**src/rtl/vrr_pkg.sv**
```systemverilog
// Shared types and constants for the vendor receive to radiotap rewriter.
// No dependencies; every rtl file uses this package by scoped names.
`default_nettype none

package vrr_pkg;

    // configuration register indexes
    localparam logic [1:0] CFG_CHANNEL_MHZ   = 2'd0;
    localparam logic [1:0] CFG_CHANNEL_FLAGS = 2'd1;
    localparam logic [1:0] CFG_HEADER_FLAGS  = 2'd2;

    localparam logic [15:0] RST_CHANNEL_MHZ   = 16'd2437;
    localparam logic [15:0] RST_CHANNEL_FLAGS = 16'h0080;
    localparam logic [7:0]  RST_HEADER_FLAGS  = 8'h10;

    // vendor header layout
    localparam logic [15:0] MIN_FRAME_LEN = 16'd24;
    localparam logic [15:0] IDX_LEN_HI    = 16'd1;
    localparam logic [15:0] IDX_MAGIC_END = 16'd15;
    localparam logic [15:0] IDX_SIGNAL    = 16'd18;
    localparam logic [15:0] IDX_TYPE      = 16'd28;
    localparam logic [7:0]  MAGIC_0       = 8'h4D;  // 'M'
    localparam logic [7:0]  MAGIC_1       = 8'h49;  // 'I'
    localparam logic [7:0]  MAGIC_2       = 8'h54;  // 'T'
    localparam logic [7:0]  MAGIC_3       = 8'h53;  // 'S'
    localparam logic [7:0]  TYPE_REJECT_A = 8'h01;
    localparam logic [7:0]  TYPE_REJECT_B = 8'h05;
    localparam int          TYPE_LONG_BIT = 2;
    localparam logic [5:0]  STRIP_SHORT   = 6'd56;
    localparam logic [5:0]  STRIP_LONG    = 6'd58;

    // burst lengths (last element index)
    localparam logic [3:0] PASS_LAST_IDX = 4'd15;
    localparam logic [3:0] RTAP_LAST_IDX = 4'd14;

    // radiotap header constant bytes
    localparam logic [7:0] RT_LEN_BYTE     = 8'h0f;
    localparam logic [7:0] RT_PRESENT_BYTE = 8'h2a;

    typedef enum logic [2:0] {
        MODE_COLLECT,
        MODE_PASS,
        MODE_SCAN,
        MODE_BODY,
        MODE_SKIP
    } t_mode;

    typedef enum logic [1:0] {
        CMD_BYTE,   // one payload byte
        CMD_DROP,   // drop marker
        CMD_PASS,   // 16 saved head bytes
        CMD_RTAP    // 15-byte radiotap header, data = signal byte
    } t_cmd_kind;

    typedef struct packed {
        t_cmd_kind  kind;
        logic [7:0] data;
        logic       last;
    } t_cmd;

endpackage

`default_nettype wire

```
**src/rtl/vrr_front.sv**
```systemverilog
// Front end: accepts input bytes, parses the vendor header, issues commands.
// Depends on vrr_pkg.
`default_nettype none

module vrr_front (
    input  wire logic               i_clk,
    input  wire logic               i_rst_n,
    input  wire logic               i_valid,
    output logic                    o_stall,
    input  wire logic [7:0]         i_byte,
    input  wire logic               i_last,
    output logic                    o_push,
    output vrr_pkg::t_cmd           o_cmd,
    input  wire logic               i_full,
    input  wire logic               i_burst_done,
    output logic [15:0][7:0]        o_head
);

    logic [15:0]      r_idx, n_idx;
    logic [15:0]      r_len, n_len;
    vrr_pkg::t_mode   r_mode, n_mode;
    logic [7:0]       r_sig, n_sig;
    logic             r_strip58, n_strip58;
    logic             r_burst_pend, n_burst_pend;
    logic [15:0][7:0] r_head;

    logic        accept;
    logic [16:0] idx_p1;
    logic        is_end;
    logic [15:0] new_len;
    logic [5:0]  strip;
    logic        is_magic;
    logic        drop;
    logic        term;

    // hold off a new frame's header while the previous pass burst still reads it
    assign o_stall = i_full || (r_burst_pend && (r_mode == vrr_pkg::MODE_COLLECT));
    assign accept  = i_valid && !o_stall;
    assign o_head  = r_head;

    assign idx_p1   = {1'b0, r_idx} + 17'd1;
    assign is_end   = i_last || ((r_idx >= 16'd2) && (idx_p1 == {1'b0, r_len}));
    assign new_len  = {i_byte, r_head[0]};
    assign strip    = r_strip58 ? vrr_pkg::STRIP_LONG : vrr_pkg::STRIP_SHORT;
    assign is_magic = (r_head[12] == vrr_pkg::MAGIC_0) && (r_head[13] == vrr_pkg::MAGIC_1)
                   && (r_head[14] == vrr_pkg::MAGIC_2) && (i_byte == vrr_pkg::MAGIC_3);

    always_comb begin
        n_idx        = r_idx;
        n_len        = r_len;
        n_mode       = r_mode;
        n_sig        = r_sig;
        n_strip58    = r_strip58;
        o_push       = 1'b0;
        o_cmd.kind   = vrr_pkg::CMD_BYTE;
        o_cmd.data   = i_byte;
        o_cmd.last   = is_end;
        drop         = 1'b0;
        term         = 1'b0;
        if (accept) begin
            unique case (r_mode)
                vrr_pkg::MODE_COLLECT: begin
                    if (r_idx == vrr_pkg::IDX_LEN_HI) begin
                        n_len = new_len;
                        if (new_len < vrr_pkg::MIN_FRAME_LEN) begin
                            drop = 1'b1;
                        end
                    end
                    if (!drop) begin
                        if (r_idx < vrr_pkg::IDX_MAGIC_END) begin
                            drop = i_last;
                        end else if (is_magic) begin
                            o_push     = 1'b1;
                            o_cmd.kind = vrr_pkg::CMD_PASS;
                            n_mode     = vrr_pkg::MODE_PASS;
                            term       = is_end;
                        end else begin
                            n_mode = vrr_pkg::MODE_SCAN;
                            drop   = is_end;
                        end
                    end
                end
                vrr_pkg::MODE_SCAN: begin
                    if (r_idx == vrr_pkg::IDX_SIGNAL) begin
                        n_sig = i_byte;
                    end
                    if ((r_idx == vrr_pkg::IDX_TYPE) && ((i_byte == vrr_pkg::TYPE_REJECT_A)
                            || (i_byte == vrr_pkg::TYPE_REJECT_B))) begin
                        drop = 1'b1;
                    end else begin
                        if ((r_idx == vrr_pkg::IDX_TYPE) && i_byte[vrr_pkg::TYPE_LONG_BIT]) begin
                            n_strip58 = 1'b1;
                        end
                        if (idx_p1 == {11'd0, strip}) begin
                            o_push     = 1'b1;
                            o_cmd.kind = vrr_pkg::CMD_RTAP;
                            o_cmd.data = r_sig;
                            term       = is_end;
                            n_mode     = vrr_pkg::MODE_BODY;
                        end else begin
                            drop = is_end;
                        end
                    end
                end
                vrr_pkg::MODE_PASS, vrr_pkg::MODE_BODY: begin
                    o_push = 1'b1;
                    term   = is_end;
                end
                vrr_pkg::MODE_SKIP: begin
                    term = i_last;
                end
                default: begin
                    term = i_last;
                end
            endcase

            if (drop) begin
                o_push     = 1'b1;
                o_cmd.kind = vrr_pkg::CMD_DROP;
                o_cmd.data = 8'h00;
                o_cmd.last = 1'b1;
                term       = 1'b1;
            end

            if (term) begin
                if (i_last) begin
                    n_idx     = 16'd0;
                    n_mode    = vrr_pkg::MODE_COLLECT;
                    n_strip58 = 1'b0;
                    n_sig     = 8'h00;
                end else begin
                    n_mode = vrr_pkg::MODE_SKIP;
                end
            end else if (r_idx != 16'hFFFF) begin
                n_idx = r_idx + 16'd1;
            end
        end
    end

    assign n_burst_pend = (o_push && (o_cmd.kind == vrr_pkg::CMD_PASS))
                       || (r_burst_pend && !i_burst_done);

    always_ff @(posedge i_clk) begin
        if (!i_rst_n) begin
            r_idx        <= 16'd0;
            r_len        <= 16'd0;
            r_mode       <= vrr_pkg::MODE_COLLECT;
            r_sig        <= 8'h00;
            r_strip58    <= 1'b0;
            r_burst_pend <= 1'b0;
        end else begin
            r_idx        <= n_idx;
            r_len        <= n_len;
            r_mode       <= n_mode;
            r_sig        <= n_sig;
            r_strip58    <= n_strip58;
            r_burst_pend <= n_burst_pend;
        end
    end

    always_ff @(posedge i_clk) begin
        if (accept && (r_mode == vrr_pkg::MODE_COLLECT)) begin
            r_head[r_idx[3:0]] <= i_byte;
        end
    end

    // header bytes are never rewritten while a pass burst still owns them
    a_head_guard: assert property (@(posedge i_clk) disable iff (!i_rst_n)
        (r_burst_pend && (r_mode == vrr_pkg::MODE_COLLECT)) |-> !accept)
        else $error("header overwritten during pass burst");

    // a command only goes out for an accepted byte
    a_push_on_accept: assert property (@(posedge i_clk) disable iff (!i_rst_n)
        o_push |-> accept)
        else $error("command issued without input transfer");

    // a frame in collection never has more than 16 header bytes
    a_collect_idx: assert property (@(posedge i_clk) disable iff (!i_rst_n)
        (r_mode == vrr_pkg::MODE_COLLECT) |-> (r_idx <= vrr_pkg::IDX_MAGIC_END))
        else $error("collect index out of range");

endmodule

`default_nettype wire

```
**src/rtl/vrr_queue.sv**
```systemverilog
// Small command queue between the front end and the output back end.
// Depends on vrr_pkg. DEPTH must be a power of two, 2 or more.
`default_nettype none

module vrr_queue #(
    parameter int DEPTH = 4
) (
    input  wire logic          i_clk,
    input  wire logic          i_rst_n,
    input  wire logic          i_push,
    input  wire vrr_pkg::t_cmd i_cmd,
    output logic               o_full,
    output logic               o_valid,
    output vrr_pkg::t_cmd      o_cmd,
    input  wire logic          i_pop
);

    localparam int AW = $clog2(DEPTH);
    localparam int CW = $clog2(DEPTH + 1);

    vrr_pkg::t_cmd r_mem [DEPTH];
    logic [AW-1:0] r_wr, n_wr;
    logic [AW-1:0] r_rd, n_rd;
    logic [CW-1:0] r_cnt, n_cnt;
    logic          do_push;
    logic          do_pop;

    assign o_full  = (r_cnt == CW'(DEPTH));
    assign o_valid = (r_cnt != '0);
    assign o_cmd   = r_mem[r_rd];
    assign do_push = i_push && !o_full;
    assign do_pop  = i_pop && o_valid;

    always_comb begin
        n_wr  = do_push ? r_wr + 1'b1 : r_wr;
        n_rd  = do_pop ? r_rd + 1'b1 : r_rd;
        n_cnt = r_cnt;
        if (do_push && !do_pop) begin
            n_cnt = r_cnt + 1'b1;
        end else if (do_pop && !do_push) begin
            n_cnt = r_cnt - 1'b1;
        end
    end

    always_ff @(posedge i_clk) begin
        if (!i_rst_n) begin
            r_wr  <= '0;
            r_rd  <= '0;
            r_cnt <= '0;
        end else begin
            r_wr  <= n_wr;
            r_rd  <= n_rd;
            r_cnt <= n_cnt;
        end
    end

    always_ff @(posedge i_clk) begin
        if (do_push) begin
            r_mem[r_wr] <= i_cmd;
        end
    end

    a_no_overflow: assert property (@(posedge i_clk) disable iff (!i_rst_n)
        !(i_push && o_full))
        else $error("push into full command queue");

    a_no_underflow: assert property (@(posedge i_clk) disable iff (!i_rst_n)
        !(i_pop && !o_valid))
        else $error("pop from empty command queue");

    a_ptr_track: assert property (@(posedge i_clk) disable iff (!i_rst_n)
        (r_cnt == '0) |-> (r_wr == r_rd))
        else $error("queue pointers disagree with fill count");

endmodule

`default_nettype wire

```
**src/rtl/vrr_back.sv**
```systemverilog
// Back end: expands queued commands into output bytes behind an output register.
// Depends on vrr_pkg; reads the front end's saved header bytes.
`default_nettype none

module vrr_back (
    input  wire logic               i_clk,
    input  wire logic               i_rst_n,
    input  wire logic               i_cmd_valid,
    input  wire vrr_pkg::t_cmd      i_cmd,
    output logic                    o_pop,
    input  wire logic [15:0][7:0]   i_head,
    input  wire logic [15:0]        i_channel_mhz,
    input  wire logic [15:0]        i_channel_flags,
    input  wire logic [7:0]         i_header_flags,
    output logic                    o_burst_done,
    output logic                    o_valid,
    input  wire logic               i_stall,
    output logic [7:0]              o_byte,
    output logic                    o_last,
    output logic                    o_dropped
);

    logic                r_active, n_active;
    vrr_pkg::t_cmd_kind  r_kind, n_kind;
    logic [3:0]          r_pos, n_pos;
    logic                r_last, n_last;
    logic [7:0]          r_sig, n_sig;

    logic                r_ovalid, n_ovalid;
    logic [7:0]          r_obyte, n_obyte;
    logic                r_olast, n_olast;
    logic                r_odrop, n_odrop;

    logic                slot_free;
    logic                last_elem;
    logic [7:0]          elem;

    assign slot_free = !r_ovalid || !i_stall;
    assign last_elem = (r_kind == vrr_pkg::CMD_PASS) ? (r_pos == vrr_pkg::PASS_LAST_IDX)
                                                     : (r_pos == vrr_pkg::RTAP_LAST_IDX);

    // one byte of the current burst
    always_comb begin
        elem = 8'h00;
        if (r_kind == vrr_pkg::CMD_PASS) begin
            elem = i_head[r_pos];
        end else begin
            unique case (r_pos)
                4'd2:    elem = vrr_pkg::RT_LEN_BYTE;
                4'd4:    elem = vrr_pkg::RT_PRESENT_BYTE;
                4'd8:    elem = i_header_flags;
                4'd10:   elem = i_channel_mhz[7:0];
                4'd11:   elem = i_channel_mhz[15:8];
                4'd12:   elem = i_channel_flags[7:0];
                4'd13:   elem = i_channel_flags[15:8];
                4'd14:   elem = r_sig;
                default: elem = 8'h00;   // fixed zeros, including the pad byte
            endcase
        end
    end

    always_comb begin
        n_active     = r_active;
        n_kind       = r_kind;
        n_pos        = r_pos;
        n_last       = r_last;
        n_sig        = r_sig;
        n_ovalid     = r_ovalid;
        n_obyte      = r_obyte;
        n_olast      = r_olast;
        n_odrop      = r_odrop;
        o_pop        = 1'b0;
        o_burst_done = 1'b0;
        if (slot_free) begin
            if (r_active) begin
                n_ovalid = 1'b1;
                n_obyte  = elem;
                n_olast  = r_last && last_elem;
                n_odrop  = 1'b0;
                n_pos    = r_pos + 4'd1;
                if (last_elem) begin
                    n_active     = 1'b0;
                    o_burst_done = (r_kind == vrr_pkg::CMD_PASS);
                end
            end else if (i_cmd_valid) begin
                o_pop    = 1'b1;
                n_ovalid = 1'b1;
                n_olast  = i_cmd.last;
                n_odrop  = 1'b0;
                unique case (i_cmd.kind)
                    vrr_pkg::CMD_BYTE: begin
                        n_obyte = i_cmd.data;
                    end
                    vrr_pkg::CMD_DROP: begin
                        n_obyte = 8'h00;
                        n_olast = 1'b1;
                        n_odrop = 1'b1;
                    end
                    vrr_pkg::CMD_PASS: begin
                        n_obyte  = i_head[0];
                        n_olast  = 1'b0;
                        n_active = 1'b1;
                        n_kind   = vrr_pkg::CMD_PASS;
                        n_pos    = 4'd1;
                        n_last   = i_cmd.last;
                    end
                    vrr_pkg::CMD_RTAP: begin
                        n_obyte  = 8'h00;
                        n_olast  = 1'b0;
                        n_active = 1'b1;
                        n_kind   = vrr_pkg::CMD_RTAP;
                        n_pos    = 4'd1;
                        n_last   = i_cmd.last;
                        n_sig    = i_cmd.data;
                    end
                    default: begin
                        n_obyte = i_cmd.data;
                    end
                endcase
            end else begin
                n_ovalid = 1'b0;
            end
        end
    end

    always_ff @(posedge i_clk) begin
        if (!i_rst_n) begin
            r_active <= 1'b0;
            r_ovalid <= 1'b0;
        end else begin
            r_active <= n_active;
            r_ovalid <= n_ovalid;
        end
    end

    always_ff @(posedge i_clk) begin
        r_kind  <= n_kind;
        r_pos   <= n_pos;
        r_last  <= n_last;
        r_sig   <= n_sig;
        r_obyte <= n_obyte;
        r_olast <= n_olast;
        r_odrop <= n_odrop;
    end

    assign o_valid   = r_ovalid;
    assign o_byte    = r_obyte;
    assign o_last    = r_olast;
    assign o_dropped = r_odrop;

    a_drop_shape: assert property (@(posedge i_clk) disable iff (!i_rst_n)
        (r_ovalid && r_odrop) |-> (r_olast && (r_obyte == 8'h00)))
        else $error("drop marker not a lone zero last byte");

    a_no_pop_in_burst: assert property (@(posedge i_clk) disable iff (!i_rst_n)
        o_pop |-> !r_active)
        else $error("command taken during a burst");

    a_burst_ends: assert property (@(posedge i_clk) disable iff (!i_rst_n)
        o_burst_done |=> !r_active)
        else $error("burst still active after its last byte");

endmodule

`default_nettype wire

```
**src/rtl/vendor_rx_to_radiotap_rewriter.sv**
```systemverilog
// Path: an accepted byte that yields output goes through the command queue, then
// the output register, to o_out_*. Throughput: one input byte per cycle when not
// stalled; a header burst (16 or 15 bytes) drains at one byte per cycle from the
// back end while i_out_stall is low, so the input stalls once the queue fills.
// Reset: i_rst_n synchronous, active low; clears parser state, queue and output
// valid, loads configuration defaults. No clearing pass; ready the next cycle.
`default_nettype none

module vendor_rx_to_radiotap_rewriter #(
    parameter int QUEUE_DEPTH = 4    // command queue entries, power of two
) (
    input  wire logic         i_clk,
    input  wire logic         i_rst_n,
    // input byte channel
    input  wire logic         i_in_valid,
    output logic              o_in_stall,
    input  wire logic [7:0]   i_in_byte,
    input  wire logic         i_in_last,
    // output byte channel
    output logic              o_out_valid,
    input  wire logic         i_out_stall,
    output logic [7:0]        o_out_byte,
    output logic              o_out_last,
    output logic              o_dropped,
    // configuration writes
    input  wire logic         i_cfg_we,
    input  wire logic [1:0]   i_cfg_index,
    input  wire logic [15:0]  i_cfg_wdata
);

    // Configuration registers feed the radiotap header bytes.
    logic [15:0] r_channel_mhz;
    logic [15:0] r_channel_flags;
    logic [7:0]  r_header_flags;

    always_ff @(posedge i_clk) begin
        if (!i_rst_n) begin
            r_channel_mhz   <= vrr_pkg::RST_CHANNEL_MHZ;
            r_channel_flags <= vrr_pkg::RST_CHANNEL_FLAGS;
            r_header_flags  <= vrr_pkg::RST_HEADER_FLAGS;
        end else if (i_cfg_we) begin
            unique case (i_cfg_index)
                vrr_pkg::CFG_CHANNEL_MHZ:   r_channel_mhz   <= i_cfg_wdata;
                vrr_pkg::CFG_CHANNEL_FLAGS: r_channel_flags <= i_cfg_wdata;
                vrr_pkg::CFG_HEADER_FLAGS:  r_header_flags  <= i_cfg_wdata[7:0];
                default: ;                  // unused index, write ignored
            endcase
        end
    end

    // Front end -> queue -> back end. Each accepted byte makes at most one
    // command; bursts expand in the back end.
    vrr_pkg::t_cmd    front_cmd;
    logic             front_push;
    vrr_pkg::t_cmd    q_cmd;
    logic             q_full;
    logic             q_valid;
    logic             q_pop;
    logic             burst_done;
    logic [15:0][7:0] head;

    vrr_front u_front (
        .i_clk        (i_clk),
        .i_rst_n      (i_rst_n),
        .i_valid      (i_in_valid),
        .o_stall      (o_in_stall),
        .i_byte       (i_in_byte),
        .i_last       (i_in_last),
        .o_push       (front_push),
        .o_cmd        (front_cmd),
        .i_full       (q_full),
        .i_burst_done (burst_done),
        .o_head       (head)
    );

    vrr_queue #(
        .DEPTH (QUEUE_DEPTH)
    ) u_queue (
        .i_clk   (i_clk),
        .i_rst_n (i_rst_n),
        .i_push  (front_push),
        .i_cmd   (front_cmd),
        .o_full  (q_full),
        .o_valid (q_valid),
        .o_cmd   (q_cmd),
        .i_pop   (q_pop)
    );

    vrr_back u_back (
        .i_clk           (i_clk),
        .i_rst_n         (i_rst_n),
        .i_cmd_valid     (q_valid),
        .i_cmd           (q_cmd),
        .o_pop           (q_pop),
        .i_head          (head),
        .i_channel_mhz   (r_channel_mhz),
        .i_channel_flags (r_channel_flags),
        .i_header_flags  (r_header_flags),
        .o_burst_done    (burst_done),
        .o_valid         (o_out_valid),
        .i_stall         (i_out_stall),
        .o_byte          (o_out_byte),
        .o_last          (o_out_last),
        .o_dropped       (o_dropped)
    );

endmodule

`default_nettype wire
```
**config.mk**
```make
export PLATFORM = sky130hd
export DESIGN_NAME = vendor_rx_to_radiotap_rewriter
export DESIGN_NICKNAME = d
export VERILOG_FILES = /design/src/rtl/vrr_pkg.sv /design/src/rtl/vrr_front.sv /design/src/rtl/vrr_queue.sv /design/src/rtl/vrr_back.sv /design/src/rtl/vendor_rx_to_radiotap_rewriter.sv
export SDC_FILE = /design/constraint.sdc
export NUM_CORES = 1
export LEC_CHECK = 0
export ABC_AREA = 1
export BUFFER_PORTS_ARGS = -buffer_cell sky130_fd_sc_hd__buf_4
export CORE_MARGIN = 3
export CORE_UTILIZATION = 40
export DETAILED_ROUTE_END_ITERATION = 12
export SLEW_MARGIN = 20
export SYNTH_ARGS = -nofsm -noshare
export SYNTH_HDL_FRONTEND = slang
export SYNTH_HIERARCHICAL = 1
export SYNTH_SLANG_ARGS = --single-unit
```
**constraint.sdc**
```tcl
create_clock -name i_clk -period 5.8 [get_ports i_clk]
set_clock_uncertainty 0.2 [all_clocks]
set_input_delay 1.16 -clock i_clk [delete_from_list [all_inputs] [get_ports i_clk]]
set_output_delay 1.16 -clock i_clk [all_outputs]
set_load 0.01 [all_outputs]
```
[Word-level counts from Yosys, hierarchy flattened]
Memory sizes are Yosys's and may differ from the RTL's. A register that Yosys moved wholly into a read port is not among the register bits.
Cells that the tools add are included.
Storage, ports and cells
  input bits: 32
  logic and storage cells: 236
  bits in writable memories: 44
  output and inout port bits: 12
  latch bits: 0
  flip-flop bits (word level): 247
  bits in read-only memories: 0
  memories: 1
Memories
  u_queue.r_mem: depth 4, bits a word 11, rd ports 1, clocked after Yosys merged registers in 1, wr ports 1, line vrr_queue.sv:21  | vrr_pkg::t_cmd r_mem [DEPTH];
Operators by class
  equal/unequal tests: 37
  add/subtract/negate cells: 7
  multipliers: 0
  bitwise gates (word level): 1
  magnitude comparators: 6
  divide/modulo/power cells: 0
  reductions and logical operators: 53
  shifts and indexed selects: 0
  multiplexer cells: 94
Operators by type and width (number)
  128-bit bitwise mux: 1
  8-bit 2-to-1 mux: 10
  8-bit one-hot mux with 8 select lines: 1
  16-bit 2-to-1 mux: 3
  1-bit 2-to-1 mux: 47
  8-bit binary-select mux with 4-bit select: 1
  8-bit demux with 4-bit select: 1
  16-bit by 5-bit equality test with 1-bit output, second input constant: 2
  8-bit by 7-bit equality test with 1-bit output, second input constant: 4
  4-bit equality test, second input constant: 7
  3-bit 2-to-1 mux: 8
  8-bit one-hot mux with 3 select lines: 1
  11-bit 2-to-1 mux: 2
  10-bit 2-to-1 mux: 2
  16-bit by 1-bit adder with 17-bit output, second input constant: 1
  17-bit by 16-bit equality test with 1-bit output: 1
  17-bit by 6-bit equality test with 1-bit output: 1
  1-bit logical AND: 17
  16-bit by 1-bit adder with 16-bit output, second input constant: 1
  16-bit by 1-bit equality test with 1-bit output, second input constant: 1
  16-bit by 2-bit greater-or-equal comparator with 1-bit output, second input constant: 1
  16-bit by 4-bit < comparator with 1-bit output, second input constant: 1
  16-bit by 5-bit < comparator with 1-bit output, second input constant: 1
  16-bit inequality test, second input constant: 1
  other kinds (36): 82

[Longest topological paths before layout]
  word-level depth: 16
  gate-level depth with buffers: 31
  mapped depth without buffers: 30

[Cells and area by module]
Netlist, hierarchy kept.
Modules (own cells, without submodules)
  vrr_front: seq. area each 4744.6 um2, area each 7322.0 um2, cells an instance 702, times used 1
  vrr_back: seq. area each 760.7 um2, area each 3083.0 um2, cells an instance 549, times used 1
  vrr_queue: seq. area each 1501.4 um2, area each 2134.5 um2, cells an instance 176, times used 1
  vendor_rx_to_radiotap_rewriter: seq. area each 800.8 um2, area each 1665.3 um2, cells an instance 245, times used 1

[Least setup slack after synthesis]
No wires, ideal clock.
  path kind: reg-to-reg
  start: register u_front.r_idx[0]
  end: register u_queue.r_cnt[2]
  period minus slack after synthesis: 3824 ps
  setup slack: 1976 ps
  required time: 5487 ps
  stages on the path, launching flop included: 24
  buffers on the path: 0
  setup time: 113 ps
  arrival time: 3511 ps
  cells stage by stage: dfxtp_1 > ha_1 > nand3_2 > nor2_4 > xnor2_1 > nand3_1 > nor4_2 > nand3_1 > nor2_1 > inv_1 > o21ai_0 > nor2_1 > o31ai_1 > nand2_4 > inv_2 > ha_1 > inv_1 > fa_1 > inv_1 > nand2_1 > nand3_1 > nand2_1 > nand2_1 > nor2_1
On the way
  word-level cells in the longest chain between the ends: 15
  elaborated cells on any way between the ends: 33
  classes of those cells: add/sub (1); order compare (2); eq/ne (4); mux (18); reduce/logical (8)
RTL lines
  start: declaration: line vrr_front.sv:19  | logic [15:0] r_idx, n_idx;
  start signal: assignment: line vrr_front.sv:152  | r_idx <= n_idx;
  16-bit by 1-bit adder with 17-bit output: line vrr_front.sv:41  | assign idx_p1 = {1'b0, r_idx} + 17'd1;
  17-bit by 16-bit equality test with 1-bit output: line vrr_front.sv:42  | assign is_end = i_last || ((r_idx >= 16'd2) && (idx_p1 == {1'b0, r_len}));
  1-bit logical AND: line vrr_front.sv:42
  1-bit logical OR: line vrr_front.sv:42
  1-bit 2-to-1 mux: line vrr_front.sv:72  | end else if (is_magic) begin
  1-bit 2-to-1 mux: line vrr_front.sv:70  | if (r_idx < vrr_pkg::IDX_MAGIC_END) begin
  1-bit 2-to-1 mux: line vrr_front.sv:69  | if (!drop) begin
  1-bit one-hot mux with 2 select lines: line vrr_front.sv:61  | unique case (r_mode)
  1-bit 2-to-1 mux: line vrr_front.sv:60  | if (accept) begin
  1-bit 2-to-1 mux *: line vrr_front.sv:117  | if (drop) begin
  1-bit 2-to-1 mux *: line vrr_front.sv:60
  via front_push: line vendor_rx_to_radiotap_rewriter.sv:54  | logic front_push;
  1-bit logical AND *: line vrr_queue.sv:31  | assign do_push = i_push && !o_full;
  via u_queue.do_push: line vrr_queue.sv:25  | logic do_push;
  1-bit logical NOT: line vrr_queue.sv:40  | end else if (do_pop && !do_push) begin
  1-bit logical AND: line vrr_queue.sv:40
  2-bit nonzero test (no source line)
  end signal: assignment: line vrr_queue.sv:53  | r_cnt <= n_cnt;
  end: declaration: line vrr_queue.sv:24  | logic [CW-1:0] r_cnt, n_cnt;
The timed path passes the listed nets; every way through them passes the cells marked *. The select of a mux whose other input is x is not followed.
A chain may end at the register's enable or synchronous reset.

[Final worst setup path]
Ends and elaborated chain as after synthesis.

==> impl_metrics.tcl <==
set metrics [dict create \
    status "complete, no violations" \
    postCtsSetupBuffers 0 \
    worstSetupPathType "flop to flop" \
    rows 68 \
    ir_drop_mv 0.340 \
    setup_viol 0 \
    cp_cell_sequence "ha_1 -> nand3_2 -> nor2_4 -> xnor2_1 -> nand3_1 -> nor4_2 -> nand3_1 -> nor2_1 -> inv_1 -> o21ai_0 -> nor2_1 -> o31ai_1 -> nand2_4 -> inv_2 -> ha_1 -> inv_1 -> fa_1 -> inv_1 -> nand2_1 -> nand3_1 -> nand2_1 -> nand2_1 -> nor2_1" \
    grt_pass1_wl_mm 59.3 \
    syn_area_per_cell_sq_um 8.50 \
    maxCapViolCount 0 \
    first_global_vias 10800 \
    fmax_ghz 0.217 \
    via_count 11300 \
    die_x_microns 194 \
    drtIter0Drc 734 \
    insertion_delay_ps 520 \
    cts.repair.resized 0 \
    async_reset_ff_frac 0 \
    synth_enable_flop_cells 196 \
    timing.slew.headroom 0.267 \
    area_delta_synth_final_pct 11.6 \
    synth_nets 1718 \
    synth_cell_types 45 \
    drtAntennaViolNets 0 \
    required_ps 6020 \
    synth-warning-count 6 \
    antenna_found_initial 0 \
    cts_hold_buf 0 \
    root_buffer "clkbuf_16" \
    synth_top_area_cell "edfxtp_1" \
    via_per_inst 5.22 \
    end_kind "flop" \
    io_buffer_count 43 \
    p_leak_uw 0.00644 \
    cts_buffers 35 \
    post-route-drc-count 0 \
    worstMarginPinSlew_ps 1100 \
    cp_slowest_cell "o31ai_1" \
    period_share 0.793 \
    ys.flop_type "edfxtp_1" \
    cpPeakStageDelay_ps 510 \
    layout.nets 1740 \
    cp.arrival_ps 4820 \
    num_antenna_cells 0 \
    overflow 0 \
    cts_tree "done" \
    io_pins 44 \
    rsz0062_at_grt "no" \
    ys_seq_area_frac 0.550 \
    min_path_type "flop to flop" \
    dpl_cell_area_sq_mm 0.0148 \
    nFillCells 3322 \
    die_h_microns 194 \
    synthTopCellsByArea "edfxtp_1, dfxtp_1, nand2_1" \
    synth_most_common_cell "nand2_1" \
    clock-sinks 292 \
    grt_max_degree 70 \
    cts_buffer_depth 3 \
    synthTopCellsByCount "nand2_1, nor2_1, edfxtp_1" \
    path_clk_slew_ps 60 \
    coreArea_sq_mm 0.0348 \
    dp_hpwl_mm 26.0 \
    tns_ps 0 \
    first_pass_iters 7 \
    hold-worst-slack_ps 261 \
    ys_ff_latch 292 \
    synth_area_sq_mm 0.0142 \
    hold_viol_final 0 \
    path_max_fanout 16 \
    maxSlewViolCount 0 \
    drive_above_1_share 0.0960 \
    grt_usage 0.194 \
    start_kind "flop" \
    wl_per_cell_microns 17.3 \
    fin_area_sq_mm 0.0159 \
    finalCriticalPeriod_ps 4600 \
    gp_congestion 0.875 \
    power_density_mw_per_mm2 414 \
    synth_top_area_share 0.414 \
    initial_utilization 0.408 \
    netlist_instances 1672 \
    dieArea_sq_mm 0.0378 \
    htree_levels 2 \
    wl_mm 37.6 \
]
[per-stage QoR]
step / setup slack (ps) / utilization / instances / total power (uW)
finish: 1200 / 0.456 / 2174 / 6560
detailed placement: 1170 / 0.425 / 2112 / 4550
global route: 726 / 0.456 / 2174 / 6950
floorplan: 1980 / - / 1672 / 3980
global placement: 1310 / 0.425 / 2112 / 4530
CTS: 1170 / 0.456 / 2174 / 6620
[cells in the final DEF, fill, tap and decap left out, drive strengths merged, types with 2 or more instances in the layout]
master and instances:
xor2 6, o211ai 3, ha 13, nor3b 2
or2 3, a21oi 45, nand2 437, dfxtp 96
a211oi 18, o21ai 112, nand4 43, a311oi 2
edfxtp 196, nor4 12, nor3 19, buf 49
clkinv 15, clkinvlp 2, clkbuf 46, xnor2 2
nor2 273, a22oi 3, nand3 106, nand3b 5
inv 185, o22ai 22
[where the power goes]
group | switching [uW] | internal, uW | total (uW)
combinational | 1290 | 534 | 1820
clock | 866 | 1180 | 2040
sequential | 187 | 2500 | 2690
[flip-flops by register name, indices dropped and copies added, names as in the netlist, 4 cells and up, named ones only]
signal	flops
u_front/o_head	128
u_queue/r_mem	44
r_channel_flags	16
r_channel_mhz	16
u_front/r_idx	16
u_front/r_len	16
r_header_flags	8
u_back/o_byte	8
u_back/r_sig	8
u_front/r_sig	8
u_back/r_pos	4
[critical path: cells and delay by family, from the launching register on]
kind	cells	cell delay, ps
xor gates and xnor gates	1	190
buffers and inverters	4	430
DFF	1	500
AOI/OAI and AO/OA	2	680
adders and majority gates	3	850
and+or+nand+nor	13	1640
[area by class of cell]
type                       instances  area, sq um  share of cell area
sequential                       292         7810               0.492
multi-input combinational       1130         5330               0.336
clock buffer                      46          958              0.0604
inverter                         186          701              0.0442
tap                              455          569              0.0359
timing repair buffer              49          368              0.0232
clock inverter                    16          119             0.00750
[cell families (layout without fill, tap and decap cells)]
kind of cell | count (synthesis) | count (layout) | synth area share
flops | 292 | 292 | 0.550
simple gates | 901 | 901 | 0.274
fa+ha+maj | 14 | 14 | 0.0129
buf+inv | 250 | 297 | 0.0750
compound gates | 207 | 207 | 0.0833
xor+xnor | 8 | 8 | 0.00493
[path summary, 6_finish.rpt]
kind | start | to | slack (ps) | cells past startpoint
max | u_front/r_idx[0]$_SDFFE_PN0P_ | u_queue/r_cnt[2]$_SDFFE_PN0P_ | 1200 | 23
min | r_channel_mhz[7]$_SDFFE_PN1P_ | r_channel_mhz[7]$_SDFFE_PN1P_ | 260 | 2
max reg2reg | u_front/r_idx[0]$_SDFFE_PN0P_ | u_queue/r_cnt[2]$_SDFFE_PN0P_ | 1200 | 23
min reg2reg | r_channel_mhz[7]$_SDFFE_PN1P_ | r_channel_mhz[7]$_SDFFE_PN1P_ | 260 | 2
[routing by layer]
layer  GRT usage  vias to the layer above  wire, microns
met4      0.0511                        0            747
met5           0                        -              0
met3      0.0322                       51           2290
met2       0.316                      333          17300
li1            -                     5582              -
met1       0.271                     5377          17200
(Power assumes the default switching activity.)
